==> src/sv/glo_ram.sv <==
`default_nettype none

module glo_ram #(
    parameter int unsigned WIDTH = 2,
    parameter int unsigned DEPTH = 1024
) (
    input  wire logic                     clk,
    input  wire logic                     wr_en,
    input  wire logic [$clog2(DEPTH)-1:0] wr_addr,
    input  wire logic [WIDTH-1:0]         wr_data,
    input  wire logic [$clog2(DEPTH)-1:0] rd_addr,
    output logic      [WIDTH-1:0]         rd_data
);

    logic [WIDTH-1:0] mem [DEPTH];

    // single write port
    always_ff @(posedge clk)
    begin
        if (wr_en)
        begin
            mem[wr_addr] <= wr_data;
        end
    end

    // registered read port
    always_ff @(posedge clk)
    begin
        rd_data <= mem[rd_addr];
    end

endmodule

`default_nettype wire

==> config.mk <==
export PLATFORM = sky130hd
export DESIGN_NAME = glo_ram
export DESIGN_NICKNAME = d
export VERILOG_FILES = /design/src/sv/glo_ram.sv
export SDC_FILE = /design/constraint.sdc
export NUM_CORES = 2
export LEC_CHECK = 0
export ABC_CLOCK_PERIOD_IN_PS = 3200
export BUFFER_PORTS_ARGS = -buffer_cell sky130_fd_sc_hd__buf_2
export CAP_MARGIN = 25
export CORE_MARGIN = 2
export CORE_UTILIZATION = 25
export CTS_CLUSTER_DIAMETER = 120
export DETAILED_ROUTE_END_ITERATION = 6
export SLEW_MARGIN = 20
export SYNTH_ARGS = -nofsm -noshare
export SYNTH_HDL_FRONTEND = slang
export SYNTH_SLANG_ARGS = --single-unit
==> constraint.sdc <==
create_clock -name clk -period 3.2 [get_ports clk]
set_input_delay 0.48 -clock clk [delete_from_list [all_inputs] [get_ports clk]]
set_output_delay 0.48 -clock clk [all_outputs]
set_load 0.01 [all_outputs]
; After elaboration in Yosys (flattened, before gate mapping)
; Memories as Yosys holds them, arrays and structs flattened. A register that Yosys moved wholly into a read port is not among the register bits.
; Index checks and enable logic that the tools add are counted.
[totals]
in_bits = 24
reg_bits = 0
memories = 1
ramBits = 2048
[op_classes]
muxes = 2
[memory_table]
columns = memory, depth, width, rd, rd_clocked_by_memory_dff, wr, line_no
row1 = mem, 1024, 2, 1, 1, 1, 15  ; logic [WIDTH-1:0] mem [DEPTH];
[ops]
columns = op, count
row1 = $mux 1, 2

; Longest topological paths before layout
[logic_depth]
word_depth = 2
depth_mapped = 15
ltp_nobuf = 8

; Worst setup path before layout
; No wires, ideal clock.
[synth_path]
path_kind = input to register
start = input port rd_addr[0]
end = register rd_data[1] (read register of mem)
cell_stages = 12
slack_ps = 358
t_arrival_ps = 2702
path_buffers = 5
path_cell_list = buf_6 -> buf_12 -> buf_8 -> buf_6 -> buf_6 -> mux4_2 -> a221oi_1 -> o21ai_0 -> nor3_1 -> o31ai_1 -> o31ai_1 -> nand4_1
[synth_rtl]
columns = item, line_no
row1 = "start, declared", 11  ; input wire logic [$clog2(DEPTH)-1:0] rd_addr,
row2 = "end, declared", 12  ; output logic [WIDTH-1:0] rd_data

==> results.md <==
- Once the clock tree was built, the resizer swapped 0 gates to a different size.
- The maximum clock frequency is 332 MHz.
- The via count of the first global-routing pass is 47900.
- Of the available clock period, the critical path in the final layout requires 0.942.
- In the layout the commonest cells are edfxtp_1 (2048), nor2_1 (1052), mux4_2 (449).
- The total core area is 333000 um^2.
- The worst register-to-register path has a depth of 8.
- The number of nets at the end of the flow is 5075.
- The warning count from the yosys run is 0.
- The worst flop-to-flop path startpoint is mem[958][1].
- The post-layout minimum cycle time is 3010 ps.
- The critical path startpoint category is an input port.
- The endpoint arrival time on the critical path is 3780 ps.
- After the first detailed-routing iteration, the DRC count stood at 6243.
- At the end of routability-driven placement, the weighted congestion stood at 0.813.
- The flow ran to the end, and the final reports show no timing, DRC or antenna violations.
- The layout filler cell count is 32500.
- After detailed routing, the average wire length per cell comes to 25.0 um.
- 26 I/O pins were placed.
- The initial antenna violation count was 23.
- Setup repair after global routing left no endpoint under its margin.
- The synthesized design contains 2048 enable-type register cells.
- Summed over all cells, the static leakage comes to 0.0297 uW.
- Of the synthesized area, sequential elements account for 0.735.
- TritonCTS built the clock tree.
- Counting flops with an async set or reset pin after synthesis yields a share of 0.
- Measured along the x axis, the die boundary spans 583 um.
- The first global-routing pass estimated 343 mm of wire.
- The antenna violation net count after detailed routing is 0.
- The clock reaches the later pin of the worst-skew pair after 840 ps.
- Entering global routing, the biggest net connects 145 pins.
- The tightest slew margin relative to the limit is 0.253.
- After routing the design area is 98500 um^2.
- Ranked by total cell area, the synthesized netlist is headed by edfxtp_1 (73%), mux4_2 (12%), nor2_1 (4.7%).
- Compared with the post-synthesis result, the final layout area differs by 17.6%.
- The most used flip-flop cell after synthesis is edfxtp_1.
- The internal power of the cells totals 43800 uW.
- The share of total power dissipated in sequential elements is 0.529.
- The final global-route overflow total is 0.
- After detailed routing, the number of remaining DRC violations is 0.
- The worst hold path begins at wr_data[0].
- The endpoint identified for the worst register-to-register timing path is rd_data[1].
- Dividing total power by cell area gives a power density of 567 nW/um^2.
- The library cell used most frequently in the layout, excluding fill and tap cells, is edfxtp_1.
- The final number of max-transition violations is 0.
- The switching part of the total is 0.217.
- After clock tree synthesis, the clock-pin slew on the worst setup and hold paths is 60 ps.
- For this configuration, the core starts out at a cell density of 0.251.
- After detailed routing, the total wire length is 241 mm.
- The min-delay analysis places its worst path in the category input port to flip-flop.
- Once routing completed, OpenROAD measured the worst setup slack at 187 ps.
- Setup violations remaining at the end of the flow were counted as 0.
- The largest area contributor in the netlist is edfxtp_1.
- The number of endpoints with negative hold slack in the final report is 0.
- For the final routed database, the setup TNS stands at 0 ps.
- The setup skew after layout is 17.4 ps.
- The post-CTS setup-driven buffer insertion count is 0.
- The switching component of the power is 12100 uW.
- Counting every instance in the synthesized netlist gives 4793.
- The number of buffers added by the clock tree synthesis step is 203.
- The count of buffers inserted at the top-level ports is 25.
- The die covers 340000 um^2.
- The flip-flop and latch count after synthesis is 2050.
- Counting along the longest clock path gives a buffer depth of 3.
- The global routing usage summed across all routing layers is 0.139.
- The mean post-synth cell area is 17.5 um^2.
- The minimum setup slack among reg-to-reg paths is 210 ps.
- The HPWL after detailed placement is 142 mm.
- The number of hold buffers added after cts is 0.
- Summing all multi-input logic gate instances after layout gives 20500 um^2.
- For the pin with the worst max-slew slack, the measured transition is 1120 ps.
- The H-tree was split into 4 levels.
- The overall via count from detail_route is 47100.
- The count of maximum capacitance violations is 0.
- In the final layout, the share of cells above drive strength 1 is 0.237.
- Of the post-synthesis cell area, the dominant cell type holds 0.734.
- The setup path with the least slack is of type input port to flip-flop.
- For this run, the detailed router's first-pass iteration total came to 6.
- The finished layout holds 9620 standard cells, fillers aside.
- The clock share of power is 0.414.
- The per-cell via count in the routed design is 4.89.
- The path with the worst hold slack has its endpoint at mem[287][0].
- The vertical die dimension is 583 um.
- After detailed placement, the design holds a cell count of 9233.
- VDD sags by at most 0.000557 V.
- The count of standard-cell rows is 212.
- Clock tree synthesis selected as its root buffer the cell clkbuf_16.
- For the worst setup path, the data required time is 3970 ps.
- The nature of the critical path endpoint is a flip-flop.
- In this run the worst path has a maximum fanout of 38.
- The share of total power dissipated in combinational logic is 0.057.
- The design draws 55900 uW.
- Synthesis instantiated 66 different standard cells from the library.
- Along the worst hold path, the cell count comes to 1.
- The sequential cells in the finished layout cover a total of 61500 um^2.
- For this design, the sink count on the clock tree is 2050.
- In this run the cell area of the synthesized design comes to 83800 um^2.
- The number of nets produced by synthesis is 4817.
- Once placement finished, the instance area stood at 92100 um^2.
- Timing analysis after detailed placement gives a worst setup slack of -536 ps.
## critical path, stage by stage
cell and delay [ps]:
buf_8 150, buf_12 220, buf_12 310, buf_4 320, mux2i_1 110, o221ai_1 310
a211oi_1 130, nor3_1 150, buf_4 130, nand4_1 280, o21ai_0 550, nand4_1 340
nand4_1 230
## cell usage after synthesis (5+ instances only)
library cell	n
a211oi_1	13
a21oi_1	70
a221oi_1	13
a22o_1	13
a22oi_1	45
a31oi_1	7
and2_1	6
and3_1	8
buf_1	54
buf_2	26
buf_4	28
buf_6	33
buf_8	14
clkbuf_1	239
edfxtp_1	2048
mux2_2	8
mux2i_1	205
mux4_2	449
nand2_1	96
nand2b_1	8
nand3_1	39
nand4_1	13
nor2_1	1054
nor2b_1	13
nor3_1	45
nor3b_1	10
nor4_1	9
o21ai_0	36
o221ai_1	82
o22ai_1	45
o31ai_1	5
## registers in the layout, indices dropped and copies added (netlist names)
register	count
mem	2048
rd_data	2
## power groups by stage
stage	logic, uW	registers (uW)	clock network, uW
after floorplan	1540	30100	0
after global placement	3150	30100	0
after detailed placement	3190	30100	0
after CTS	3190	29600	23400
after global routing	3340	29600	24400
final	3180	29600	23100
## through the flow
step | hold slack [ps] | utilization
6_report | 123 | 0.295
5_1_grt | 118 | 0.295
3_5_place_dp | 999 | 0.276
3_3_place_gp | 986 | 0.276
4_1_cts | 84.1 | 0.295
2_1_floorplan | 579 | -
## cells by family after synthesis
| group | count (synthesis) | share of synthesized area |
|---|---|---|
| buf+inv | 402 | 0.0249 |
| compound gates | 353 | 0.0298 |
| simple gates | 1324 | 0.0640 |
| flops | 2050 | 0.735 |
| mux | 664 | 0.147 |
## final cells by class
class	count	share of cell area
Antenna cell	10	0.000254
Clock inverter	121	0.0104
Timing Repair Buffer	449	0.0459
Clock buffer	256	0.0548
Sequential cell	2050	0.625
Multi-Input combinational cell	2341	0.208
Inverter	6	0.000267
Tap cell	4387	0.0557
## metal layers
metal	part of all wire	vias up	GRT usage
li1	-	19500	-
met1	0.40	24900	0.187
met2	0.48	2331	0.228
met3	0.093	364	0.0220
met4	0.029	0	0.0423
met5	0	-	0
## worst max-delay path by stage
stage | end | from
finish | rd_data[0] | rd_addr[0]
global placement | rd_data[0] | rd_addr[0]
CTS | rd_data[1] | mem[958][1]
floorplan | rd_data[1] | rd_addr[0]
detailed placement | rd_data[0] | rd_addr[0]
global route | rd_data[1] | mem[958][1]
(Power assumes the default switching activity.)
